### src/touch_short_long_tap_detector_macros.svh
// ---------------------------------------------------------------------------
// Touch tap detector assertion macros
// Concurrent assertion wrappers, empty when SYNTHESIS is defined.
// ---------------------------------------------------------------------------
`ifndef TOUCH_SHORT_LONG_TAP_DETECTOR_MACROS_SVH
`define TOUCH_SHORT_LONG_TAP_DETECTOR_MACROS_SVH

`ifndef SYNTHESIS

// Same-cycle implication, disabled while reset is asserted.
`define TSLTD_ASSERT_SAME(label, clk, rst_n, ante, cons) \
    label: assert property (@(posedge clk) disable iff (!rst_n) (ante) |-> (cons)) \
        else $error("assertion failed");

// Next-cycle implication, disabled while reset is asserted.
`define TSLTD_ASSERT_NEXT(label, clk, rst_n, ante, cons) \
    label: assert property (@(posedge clk) disable iff (!rst_n) (ante) |=> (cons)) \
        else $error("assertion failed");

`else

`define TSLTD_ASSERT_SAME(label, clk, rst_n, ante, cons)
`define TSLTD_ASSERT_NEXT(label, clk, rst_n, ante, cons)

`endif

`endif

### src/tsltd_pkg.sv
// ---------------------------------------------------------------------------
// Touch tap detector package
// Shared types, register indexes and reset values.
// ---------------------------------------------------------------------------
`default_nettype none

package tsltd_pkg;

    localparam int COUNT_WIDTH_DEFAULT = 16;

    localparam int CFG_IDX_W  = 2;
    localparam int CFG_DATA_W = 16;
    localparam int LONG_W     = 16;
    localparam int DEB_W      = 8;

    // Register indexes on the configuration port
    localparam logic [CFG_IDX_W-1:0] CFG_ACTIVE_LOW  = 2'd0;
    localparam logic [CFG_IDX_W-1:0] CFG_LONG_TICKS  = 2'd1;
    localparam logic [CFG_IDX_W-1:0] CFG_DEB_TICKS   = 2'd2;

    // Register reset values
    localparam logic              RST_ACTIVE_LOW = 1'b1;
    localparam logic [LONG_W-1:0] RST_LONG_TICKS = 16'd1000;
    localparam logic [DEB_W-1:0]  RST_DEB_TICKS  = 8'd20;

    typedef enum logic [1:0] {
        TAP_NONE  = 2'd0,
        TAP_SHORT = 2'd1,
        TAP_LONG  = 2'd2
    } t_tap_event;

    typedef struct packed {
        logic              active_low;
        logic [LONG_W-1:0] long_ticks;
        logic [DEB_W-1:0]  deb_ticks;
    } t_cfg;

endpackage

`default_nettype wire

### src/tsltd_step.sv
// ---------------------------------------------------------------------------
// Touch tap detector step
// Debounce and press-timer state, updated once per accepted tick.
// ---------------------------------------------------------------------------
`default_nettype none

module tsltd_step
    import tsltd_pkg::*;
#(
    parameter int COUNT_WIDTH = COUNT_WIDTH_DEFAULT
) (
    input  wire logic       i_clk,
    input  wire logic       i_rst_n,
    input  wire logic       i_step,
    input  wire logic       i_pin_level,
    input  wire t_cfg       i_cfg,
    output t_tap_event      o_tap_event
);

    localparam int CMP_W = (COUNT_WIDTH > LONG_W) ? COUNT_WIDTH : LONG_W;

    logic                   r_seeded;
    logic                   r_last;
    logic                   r_stable;
    logic [COUNT_WIDTH-1:0] r_since;
    logic [COUNT_WIDTH-1:0] r_press;
    logic                   r_long_done;

    logic                   n_stable;
    logic [COUNT_WIDTH-1:0] n_since;
    logic [COUNT_WIDTH-1:0] n_press;
    logic                   n_long_done;

    logic                   eff_last;
    logic                   eff_stable;
    logic                   level_chg;
    logic                   was_pressed;
    logic                   now_pressed;
    t_tap_event             ev;

    always_comb begin
        // first tick seeds both levels from the pin
        eff_last   = r_seeded ? r_last   : i_pin_level;
        eff_stable = r_seeded ? r_stable : i_pin_level;

        if (i_pin_level != eff_last) begin
            n_since = '0;
        end else if (r_since == '1) begin
            n_since = r_since;
        end else begin
            n_since = r_since + 1'b1;
        end

        n_press = (r_press == '1) ? r_press : r_press + 1'b1;

        level_chg   = (n_since > COUNT_WIDTH'(i_cfg.deb_ticks)) &&
                      (i_pin_level != eff_stable);
        was_pressed = (eff_stable != i_cfg.active_low);
        now_pressed = (i_pin_level != i_cfg.active_low);

        n_stable    = level_chg ? i_pin_level : eff_stable;
        n_long_done = r_long_done;
        ev          = TAP_NONE;

        if (level_chg) begin
            if (!was_pressed && now_pressed) begin
                n_press     = '0;
                n_long_done = 1'b0;
            end else if (was_pressed && !now_pressed) begin
                if (!r_long_done) begin
                    ev = TAP_SHORT;
                end
                n_long_done = 1'b0;
            end
        end

        if ((n_stable != i_cfg.active_low) && !n_long_done &&
            (CMP_W'(n_press) >= CMP_W'(i_cfg.long_ticks))) begin
            n_long_done = 1'b1;
            ev          = TAP_LONG;
        end
    end

    assign o_tap_event = ev;

    always_ff @(posedge i_clk) begin
        if (!i_rst_n) begin
            r_seeded    <= 1'b0;
            r_last      <= 1'b1;
            r_stable    <= 1'b1;
            r_since     <= '0;
            r_press     <= '0;
            r_long_done <= 1'b0;
        end else if (i_step) begin
            r_seeded    <= 1'b1;
            r_last      <= i_pin_level;
            r_stable    <= n_stable;
            r_since     <= n_since;
            r_press     <= n_press;
            r_long_done <= n_long_done;
        end
    end

endmodule

`default_nettype wire

### src/touch_short_long_tap_detector.sv
// ---------------------------------------------------------------------------
// Touch short/long tap detector
// Debounces a sampled touch pin and reports short and long taps.
// ---------------------------------------------------------------------------
//  Channel   Direction  Handshake                    Payload
//  in        sink       i_in_valid / o_in_ready      i_pin_level
//  out       source     o_out_valid / i_out_ready    o_tap_event
//  cfg       sink       i_cfg_we                     i_cfg_idx, i_cfg_data
//
// One tick is accepted per clock cycle while the skid register is empty;
// every tick yields exactly one request on the out channel. The state
// update is a single pass of compares and saturating increments, and the
// result is held in an output register backed by a one-entry skid
// register, so the input stays ready while one result waits. Reset is
// synchronous, active low; it clears the state and loads register defaults.
// ---------------------------------------------------------------------------
`default_nettype none
`include "touch_short_long_tap_detector_macros.svh"

module touch_short_long_tap_detector
    import tsltd_pkg::*;
#(
    parameter int COUNT_WIDTH = COUNT_WIDTH_DEFAULT
) (
    input  wire logic                  i_clk,
    input  wire logic                  i_rst_n,

    input  wire logic                  i_in_valid,
    output logic                       o_in_ready,
    input  wire logic                  i_pin_level,

    output logic                       o_out_valid,
    input  wire logic                  i_out_ready,
    output logic [1:0]                 o_tap_event,

    input  wire logic                  i_cfg_we,
    input  wire logic [CFG_IDX_W-1:0]  i_cfg_idx,
    input  wire logic [CFG_DATA_W-1:0] i_cfg_data
);

    t_cfg       r_cfg;

    logic       r_out_valid;
    t_tap_event r_out_ev;
    logic       r_skid_valid;
    t_tap_event r_skid_ev;

    logic       in_acc;
    logic       out_take;
    t_tap_event step_ev;

    // Configuration registers: write at once, no read-back
    always_ff @(posedge i_clk) begin
        if (!i_rst_n) begin
            r_cfg.active_low <= RST_ACTIVE_LOW;
            r_cfg.long_ticks <= RST_LONG_TICKS;
            r_cfg.deb_ticks  <= RST_DEB_TICKS;
        end else if (i_cfg_we) begin
            unique case (i_cfg_idx)
                CFG_ACTIVE_LOW: r_cfg.active_low <= i_cfg_data[0];
                CFG_LONG_TICKS: r_cfg.long_ticks <= i_cfg_data[LONG_W-1:0];
                CFG_DEB_TICKS:  r_cfg.deb_ticks  <= i_cfg_data[DEB_W-1:0];
                default: ;  // unmapped index: drop the write
            endcase
        end
    end

    // Ready depends only on the skid register, never on the sink
    assign o_in_ready = !r_skid_valid;
    assign in_acc     = i_in_valid && o_in_ready;
    assign out_take   = r_out_valid && i_out_ready;

    tsltd_step #(
        .COUNT_WIDTH (COUNT_WIDTH)
    ) u_step (
        .i_clk       (i_clk),
        .i_rst_n     (i_rst_n),
        .i_step      (in_acc),
        .i_pin_level (i_pin_level),
        .i_cfg       (r_cfg),
        .o_tap_event (step_ev)
    );

    // Output register with skid: advance skid into output when taken; else
    // load a fresh result into a free output, or park it in the skid on a stall
    always_ff @(posedge i_clk) begin
        if (!i_rst_n) begin
            r_out_valid  <= 1'b0;
            r_skid_valid <= 1'b0;
        end else if (r_skid_valid) begin
            if (out_take) begin
                r_out_valid  <= 1'b1;
                r_skid_valid <= 1'b0;
            end
        end else if (in_acc) begin
            if (!r_out_valid || out_take) begin
                r_out_valid <= 1'b1;
            end else begin
                r_skid_valid <= 1'b1;
            end
        end else if (out_take) begin
            r_out_valid <= 1'b0;
        end
    end

    always_ff @(posedge i_clk) begin
        if (r_skid_valid) begin
            if (out_take) begin
                r_out_ev <= r_skid_ev;
            end
        end else if (in_acc) begin
            if (!r_out_valid || out_take) begin
                r_out_ev <= step_ev;
            end else begin
                r_skid_ev <= step_ev;
            end
        end
    end

    assign o_out_valid = r_out_valid;
    assign o_tap_event = r_out_ev;

    // Skid holds a result only behind a full output register
    `TSLTD_ASSERT_SAME(a_skid_behind_out, i_clk, i_rst_n, r_skid_valid, r_out_valid)
    // Every accepted tick leaves a result pending in the next cycle
    `TSLTD_ASSERT_NEXT(a_accept_gives_out, i_clk, i_rst_n, in_acc, r_out_valid)
    // A stalled output with a full skid must keep the input closed
    `TSLTD_ASSERT_NEXT(a_skid_blocks, i_clk, i_rst_n, r_skid_valid && !i_out_ready, !o_in_ready)

endmodule

`default_nettype wire
### config.mk
export PLATFORM = sky130hd
export DESIGN_NAME = touch_short_long_tap_detector
export DESIGN_NICKNAME = d
export VERILOG_FILES = /design/src/tsltd_pkg.sv /design/src/tsltd_step.sv /design/src/touch_short_long_tap_detector.sv
export VERILOG_INCLUDE_DIRS = /design/src /design/src/src
export SDC_FILE = /design/constraint.sdc
export NUM_CORES = 1
export LEC_CHECK = 0
export CELL_PAD_IN_SITES_DETAIL_PLACEMENT = 0
export CELL_PAD_IN_SITES_GLOBAL_PLACEMENT = 1
export CORE_AREA = 2 2 106 108
export DETAILED_ROUTE_END_ITERATION = 8
export DIE_AREA = 0 0 108 110
export DONT_BUFFER_PORTS = 1
export PLACE_DENSITY_LB_ADDON = 0.1
export SLEW_MARGIN = 15
export SYNTH_ARGS = -nofsm -noshare
export SYNTH_HDL_FRONTEND = slang
export SYNTH_SLANG_ARGS = --single-unit
### constraint.sdc
create_clock -name i_clk -period 5.1 [get_ports i_clk]
set_clock_uncertainty 0.05 [all_clocks]
set_input_delay 0 -clock i_clk [delete_from_list [all_inputs] [get_ports i_clk]]
set_output_delay 0 -clock i_clk [all_outputs]
set_load 0.005 [all_outputs]
==> impl_metrics.toml, run 1 <==
[sta]
fin_worst_hold_slack_ns = 0.01605
finalSetupViolations = 0
finalCriticalPeriod_ns = 4.791
fmax_ghz = 0.2087
final_hold_viol_count = 0
drv_slew = 0
relSlewSlack_pct = 42.13
period_share_pct = 93.95
fin_ws_ns = 0.3087
worst_slew_pin_slew_ns = 0.8663

[die]
die_y_um = 110
die_x_um = 108
design.core.area_um2 = 10700
io_pins = 28
initial_core_util_pct = 40.09
dieArea_um2 = 11880
fp-row-count = 38

[clocking]
post-cts-setup-buffers = 0
numCtsBuffers = 9
cts_root_buffer = "clkbuf_8"
clk_latency_ns = 0.36
cts_tree = "done"
cts.clk_slew.worst_paths_ns = 0.07
cts_num_sinks = 67
cts_max_level = 3
cts_max_path_buffers = 2

[power]
power_density_nw_per_um2 = 225.1
leakage_nw = 2.096
finalPower_mw = 1.132
ir_worst_vdd_v = 0.0002060

[route]
ant_nets = 0
drc_errors = 0
vias = 3858
routedWlPerCell_um = 15.18
via_per_inst = 5.381
dr.first_iter.drc_count = 127
dr.pass1.iters = 5
routed_wl_mm = 10.89

[yosys]
yosys.area.top_type_share_pct = 29.40
synth_top_flop_cell = "dfxtp_1"
synth_cell_types = 59
syn_area_um2 = 4289
seq_area_frac_synth_pct = 32.21
synthMostInstantiatedCell = "nand2_1"
syn_avg_cell_area_um2 = 7.958
yosysTopAreaCell = "dfxtp_1"
synth_warnings = 0
ys_top_cells_by_area = "dfxtp_1 29%, ha_1 7.6%, nand2_1 7.4%"
syn_nets = 589
ys_async_sr_fraction_pct = 0
synth_cells = 539
synthTopCellsByCount = "85 x nand2_1, 63 x dfxtp_1, 39 x nor2_1"
ys_ff_latch = 67
synth-edff-count = 4

[grt]
overflow = 0
antenna_found_initial = 0
grt_pass1_wl_mm = 18.55
grt_max_degree = 65
track_usage_pct = 20.09
grt_pass1_vias = 3782

[cells_and_area]
final_area_um2 = 5031
synthToLayoutAreaGrowth_pct = 17.30
drive_above_1_share_pct = 11.44
final_cells = 717
antenna_cells = 0
nets = 622

[worst_hold_path]
worst_hold_path.num_cells = 4
hold_path_class = "in2reg"

[run_status]
status = "finished clean"

[critical_path]
reg2reg_depth = 22
critical_path_class = "reg2reg"
required_ns = 5.15
arrival_ns = 4.85
worstSetupEndpointType = "flop"
crit_path_max_fanout = 13
cp-start-kind = "flop"

[placed_design]
dp_cells = 672
portBuffers = 0
placed_area_um2 = 4506
post-place-ws_ns = 0.04399
dpl.hpwl_mm = 7.476
finalWeightedCongestion = 0.8482

[run]
cap_violations = 0
## state kept, by name (all words and copies together), names as in the netlist
signal,cells
o_out_valid,1
u_step.r_press,16
r_skid_valid,1
u_step.r_since,16
r_skid_ev,2
r_cfg,25
o_tap_event,2
u_step.r_seeded,1
u_step.r_last,1
u_step.r_long_done,1
u_step.r_stable,1
## through the flow
step                 TNS [ns]  utilization, %
CTS                         0           46.81
global route        -0.003292           47.03
global placement            0           42.12
detailed placement          0           42.12
floorplan                   0               -
finish                      0           47.03
## per-layer routing
metal | vias to the layer above | share of wire, % | global-route usage [%]
met1 | 1838 | 45 | 24.38
met5 | - | 0 | 0
met4 | 0 | 1.2 | 6.319
met3 | 12 | 2.8 | 4.762
li1 | 1954 | - | -
met2 | 54 | 51 | 35.27
## layout make-up
type	instances	area [um^2]
inverter	27	101.3
clock buffer	11	141.4
tap	140	175.2
multi-input combinational	416	2706
fill	1081	5667
clock inverter	5	52.55
timing repair buffer	51	473.0
sequential	67	1381
## worst paths after layout
| kind | slack, ns | startpoint | endpoint |
|---|---|---|---|
| min reg2reg | 0.42 | r_cfg[20] | r_cfg[20] |
| min | 0.02 | i_cfg_idx[1] | r_cfg[9] |
| max reg2reg | 0.31 | u_step.r_since[14] | o_tap_event[1] |
| max | 0.31 | u_step.r_since[14] | o_tap_event[1] |
## logic make-up (layout without fill, tap and decap cells)
logic type                 after synthesis  count (layout)  synth area share (%)
AOI/OAI and AO/OA                      130             130                 20.24
xor gates and xnor gates                20              20                 4.084
adders and majority gates               26              26                 7.585
buffers and inverters                   56              94                 5.426
DFF                                     67              67                 32.21
muxes                                   15              15                 3.559
and+or+nand+nor                        225             225                 26.90
## report_power, final
part,internal [mW],switching [mW]
Sequential,0.543,0.0110
Combinational,0.0570,0.0707
Clock,0.237,0.214
Total,0.836,0.296
## worst max-delay path: stages (launching register included)
cell      delay (ns)
dfxtp_1         0.31
and4_1          0.23
nand3_2         0.12
nand2b_4        0.17
nand3_1         0.12
or3_1           0.34
a21oi_2         0.17
ha_1            0.26
a21o_1          0.18
a21o_1          0.16
a21oi_1         0.17
a21oi_2         0.10
o311a_1         0.38
buf_4           0.19
a21oi_1         0.15
ha_1            0.26
a21o_1          0.18
a211oi_1        0.22
o21ai_0         0.14
a221oi_2        0.31
o21ai_1         0.12
nand2_1         0.10
o31ai_1         0.07
## repair_timing
action / in CTS / in global routing
resized for setup: 0 / 6
setup endpoints to repair: 0 / 3
hold buffers: 29 / 0
hold endpoints to repair: 67 / 0
## layout by cell type (no fill, tap or decap), types with 4 or more instances in the layout
| cell type | Yosys | final |
|---|---|---|
| nand2_1 | 85 | 84 |
| dfxtp_1 | 63 | 63 |
| nor2_1 | 39 | 39 |
| a21oi_1 | 33 | 31 |
| dlygate4sd3_1 | 0 | 28 |
| inv_1 | 27 | 27 |
| ha_1 | 26 | 26 |
| nor2b_1 | 23 | 22 |
| buf_4 | 0 | 22 |
| a21boi_0 | 20 | 20 |
| o21ai_0 | 19 | 18 |
| mux2i_1 | 13 | 13 |
| nand4_1 | 13 | 13 |
| nand3_1 | 13 | 13 |
| a21o_1 | 11 | 11 |
| xor2_1 | 10 | 10 |
| xnor2_1 | 10 | 10 |
| clkbuf_8 | 0 | 10 |
| a31oi_1 | 9 | 9 |
| and3_1 | 9 | 9 |
| o211ai_1 | 7 | 7 |
| or3_1 | 6 | 6 |
| o21a_1 | 6 | 6 |
| a21oi_2 | 3 | 5 |
| nor3_1 | 5 | 5 |
| and2_1 | 4 | 4 |
| nor4_1 | 4 | 4 |
| or2_2 | 4 | 4 |
| edfxtp_1 | 4 | 4 |
(Power assumes the default switching activity.)
==> inputs of run 2 (changes only) <==
Settings changed: CORE_AREA 2 2 106 108 to 2 2 127 129, DIE_AREA 0 0 108 110 to 0 0 129 131, GPL_TIMING_DRIVEN set to 0.
Clock period 5.1 ns to 5.6 ns, I/O delays scaled along.
==> impl_metrics.toml, run 2 (same netlist as run 1, synthesis figures left out) <==
[sta]
final_hold_viol_count = 0
relSlewSlack_pct = 50.57
finalSetupViolations = 0
drv_slew = 0
grt_setup_unrepaired = "false"
fin_ws_ns = 0.2611
worst_slew_pin_slew_ns = 0.7415
fmax_ghz = 0.1873
period_share_pct = 95.34
finalCriticalPeriod_ns = 5.339

[power]
power_density_nw_per_um2 = 237.4
ir_worst_vdd_v = 0.0001358
leakage_nw = 2.073

[clocking]
cts_root_buffer = "clkbuf_16"
cts_num_sinks = 67
cts.clk_slew.worst_paths_ns = 0.06
cts_max_path_buffers = 2
numCtsBuffers = 9
clk_latency_ns = 0.34
cts_tree = "done"
cts_max_level = 3

[critical_path]
required_ns = 5.63
r2r_end = "o_tap_event[1]"
crit_top_cell = "nand2b_1"
arrival_ns = 5.37
rrSetupSlack_ns = 0.26
cp-start-kind = "flop"
crit_path_start = "u_step.r_since[14]"
crit_path_max_fanout = 10
critPathMaxStageDelay_ns = 0.45
reg2reg_depth = 26
cpMaxStageDelayCell = "dfxtp_1"
crit_path_end = "o_tap_event[1]"
worstSetupEndpointType = "flop"
critical_path_class = "reg2reg"
reg2reg_from = "u_step.r_since[14]"

[run_status]
status = "finished clean"

[die]
dieArea_um2 = 16900
design.core.area_um2 = 15600
io_pins = 28
die_y_um = 131
die_x_um = 129
initial_core_util_pct = 27.50
fp-row-count = 46

[grt]
grt_pass1_vias = 3766
grt_max_degree = 13
track_usage_pct = 16.22
antenna_found_initial = 1
grt_pass1_wl_mm = 20.49
overflow = 0

[cells_and_area]
final_cell_mix = "84 x nand2_1, 60 x dfxtp_1, 38 x nor2_1"
regMostFlops = "r_cfg"
largest_reg_flops = 25
final_common_cell = "nand2_1"
fin_util_pct = 33.19
n_fill_cell = 1668
ff_latch_area_um2 = 1385
nets = 624
synthToLayoutAreaGrowth_pct = 20.71
multiInputGateArea_um2 = 2724
drive_above_1_share_pct = 10.71
antenna_cells = 0
final_area_um2 = 5177
largestRegisters = "r_cfg (25), u_step.r_press (16), u_step.r_since (16)"

[route]
via_per_inst = 4.826
ant_nets = 0
dr.pass1.iters = 5
routedWlPerCell_um = 16.19
routed_wl_mm = 12.87
drc_errors = 0
dr.first_iter.drc_count = 229
vias = 3837

[placed_design]
placed_area_um2 = 4559
post-place-ws_ns = -0.6687
dpl.hpwl_mm = 9.450
finalWeightedCongestion = 0.7886
portBuffers = 0

[worst_hold_path]
worst_hold_path.num_cells = 3
hold_path_class = "in2reg"

[run]
cap_violations = 0
## run 2: changes by cell type in the layout (fill, tap and decap cells not counted), sizes merged
cell	previous run	this run
clkinvlp	1	3
clkbuf	11	29
buf	23	11
clkinv	3	2
dlygate4sd3	28	23
## run 2: layout make-up
cell class | count | area share, %
tap | 216 | 5.220
multi-input combinational | 416 | 52.61
clock inverter | 6 | 1.208
inverter | 27 | 1.957
clock buffer | 10 | 4.833
timing repair buffer | 25 | 4.737
sequential | 67 | 26.75
buffer | 28 | 2.682
## run 2: report_power, final
| group | internal [mW] | switching (mW) | total (mW) | leakage (nW) |
|---|---|---|---|---|
| Clock | 0.370 | 0.233 | 0.603 | 0.146 |
| Combinational | 0.0488 | 0.0708 | 0.120 | 1.37 |
| Sequential | 0.495 | 0.0114 | 0.506 | 0.553 |
## run 2: critical path, delay by kind of cell, from the launching register on
kind,cells,cell delay [ns]
flip-flops,1,0.45
AO/OA/AOI/OAI,12,2.16
multiplexers,1,0.12
adder cells (fa/ha/maj),2,0.53
AND/OR/NAND/NOR,8,1.26
buffers and inverters,3,0.50
## run 2: timing repair
action	4_1_cts	5_1_grt
buffers inserted	1	1
setup endpoints to repair	3	3
hold endpoints to repair	33	0
pin swaps	2	5
gates resized for setup	8	18
hold buffers	23	0
## run 2: how the worst min path moves through the flow
stage | endpoint | from
6_report | r_skid_ev[0] | i_pin_level
5_1_grt | r_skid_ev[0] | i_pin_level
4_1_cts | r_skid_ev[0] | i_pin_level
3_5_place_dp | u_step.r_last | i_pin_level
3_3_place_gp | u_step.r_stable | i_pin_level
2_1_floorplan | u_step.r_stable | i_pin_level
## run 2: routing by layer
metal  vias up  share of wire (%)  track usage, %
met5         -               0.10               0
met4         2                2.8           7.545
met3        23                3.2           2.728
met2        63                 48           27.39
met1      1784                 46           20.29
li1       1965                  -               -
## run 2: stage by stage
stage               std cells  hold slack (ns)  TNS [ns]  total power [mW]
finish                    795          0.03570         0             1.229
global route              795          0.06039         0             1.284
CTS                       795          0.02354         0             1.252
detailed placement        755          0.08120    -1.866            0.6219
global placement          755          0.08037    -1.867            0.6216
floorplan                 539          0.07397         0            0.5869
==> inputs of run 3 (changes only) <==
Clock period 5.6 ns to 4.8 ns, I/O delays scaled along.
==> impl_metrics.toml, run 3 (same netlist as run 1, synthesis figures left out) <==
[clocking]
numCtsBuffers = 9
cts.clk_slew.worst_paths_ns = 0.06
cts_max_path_buffers = 2
cts_num_sinks = 67
cts_tree = "done"
clk_latency_ns = 0.35
cts_max_level = 3
cts_root_buffer = "clkbuf_16"

[cells_and_area]
synthToLayoutAreaGrowth_pct = 30.66
drive_above_1_share_pct = 18.64
final_cell_mix = "83 x nand2_1, 48 x dfxtp_1, 38 x nor2_1"
nets = 646
largestRegisters = "r_cfg (25), u_step.r_press (16), u_step.r_since (16)"
final_common_cell = "nand2_1"
largest_reg_flops = 25
antenna_cells = 0
regMostFlops = "r_cfg"

[power]
ir_worst_vdd_v = 0.0001623
leakage_nw = 2.284
finalPower_mw = 1.563
power_density_nw_per_um2 = 278.9

[critical_path]
crit_path_max_fanout = 6
r2r_end = "o_tap_event[1]"
worstSetupEndpointType = "flop"
reg2reg_depth = 25
cp-start-kind = "flop"
reg2reg_from = "u_step.r_since[13]"
rrSetupSlack_ns = 0.04
arrival_ns = 4.79
critical_path_class = "reg2reg"
required_ns = 4.84

[worst_hold_path]
whs_endpoint = "r_skid_ev[0]"
hp-start = "i_pin_level"
worst_hold_path.num_cells = 3
hold_path_class = "in2reg"

[grt]
grt_max_degree = 13
grt_pass1_vias = 4031
track_usage_pct = 17.22
grt_pass1_wl_mm = 22.05
antenna_found_initial = 0
overflow = 0

[run]
cap_violations = 0

[run_status]
status = "finished clean"

[sta]
finalCriticalPeriod_ns = 4.757
finalSetupViolations = 0
grt_setup_unrepaired = "true"
drv_slew = 0
worst_slew_pin_slew_ns = 0.7468
final_hold_viol_count = 0
tns_ns = 0
relSlewSlack_pct = 50.22
period_share_pct = 99.10
fmax_ghz = 0.2102

[placed_design]
dpl.hpwl_mm = 9.639
portBuffers = 0
finalWeightedCongestion = 0.7892

[die]
dieArea_um2 = 16900
die_y_um = 131
design.core.area_um2 = 15600
io_pins = 28
die_x_um = 129
fp-row-count = 46
initial_core_util_pct = 27.50

[route]
dr.first_iter.drc_count = 218
ant_nets = 0
via_per_inst = 4.824
drc_errors = 0
routedWlPerCell_um = 16.76
vias = 3941
dr.pass1.iters = 4
routed_wl_mm = 13.69
## run 3: cell types whose count changed in the layout (fill, tap and decap cells not counted), sizes merged
cell,before,now
inv,27,28
buf,11,33
bufinv,1,3
clkinvlp,3,0
## run 3: stage by stage
stage	setup WS, ns	std cells	area (um^2)	hold slack, ns	utilization, %
CTS	-0.02438	813	5505	0.009098	35.30
floorplan	0.007982	539	4295	0.07397	-
global placement	-1.205	755	4566	0.08026	29.27
global route	-0.1854	817	5604	0.03789	35.93
detailed placement	-1.196	755	4566	0.08220	29.27
finish	0.04330	817	5604	0.02414	35.93
## run 3: timing repair
action	CTS	global route
hold endpoints to repair	31	0
endpoints found under the setup margin	3	3
resized for setup	54	20
hold buffers	23	0
setup buffers	20	6
pin swaps	19	24
## run 3: worst max-delay path: stages (launching register included)
cell and delay (ns):
dfxtp_4 0.37, and4_4 0.24, nand3_4 0.08, nand2b_4 0.18, clkbuf_16 0.16, mux2i_1 0.11
nor2_1 0.15, ha_1 0.27, nor2b_4 0.13, o21a_1 0.16, o21a_1 0.16, o21bai_1 0.15
a21oi_2 0.10, o311a_1 0.40, buf_6 0.15, nand2b_4 0.14, ha_4 0.20, nand2b_4 0.13
a21o_1 0.15, a21o_1 0.18, a21oi_2 0.16, o21ai_2 0.08, a221oi_4 0.30, o21ai_2 0.13
nand2_2 0.09, o31ai_2 0.06
## run 3: power breakdown
group / internal (mW) / switching [mW]
Sequential: 0.573 / 0.0117
Combinational: 0.0696 / 0.0924
Clock: 0.539 / 0.277
Total: 1.18 / 0.381
## run 3: area by class of cell
type	count	area, um^2
sequential	67	1423
clock inverter	6	108.9
clock buffer	10	250.2
timing repair buffer	49	425.4
fill	1653	9993
tap	216	270.3
multi-input combinational	416	2872
inverter	27	101.3
buffer	26	153.9
## run 3: how the worst max path moves through the flow
stage	startpoint	to	slack (ns)	cells after the start
3_5_place_dp	u_step.r_since[0]	o_tap_event[1]	-1.20	27
4_1_cts	u_step.r_since[0]	o_tap_event[1]	-0.02	26
5_1_grt	u_step.r_since[6]	o_tap_event[1]	-0.19	25
3_3_place_gp	u_step.r_since[0]	o_tap_event[1]	-1.20	27
6_report	u_step.r_since[13]	o_tap_event[1]	0.04	25
2_1_floorplan	u_step.r_since[0]	o_tap_event[1]	0.008	27
## run 3: per-layer routing
| layer | wire, um | part of all wire [%] | global-route usage, % | vias to the layer above |
|---|---|---|---|---|
| met2 | 6593 | 48 | 29.19 | 42 |
| met5 | 0 | 0 | 0 | - |
| li1 | - | - | - | 1999 |
| met4 | 266 | 1.9 | 7.097 | 0 |
| met3 | 395 | 2.9 | 2.524 | 18 |
| met1 | 6439 | 47 | 22.02 | 1882 |
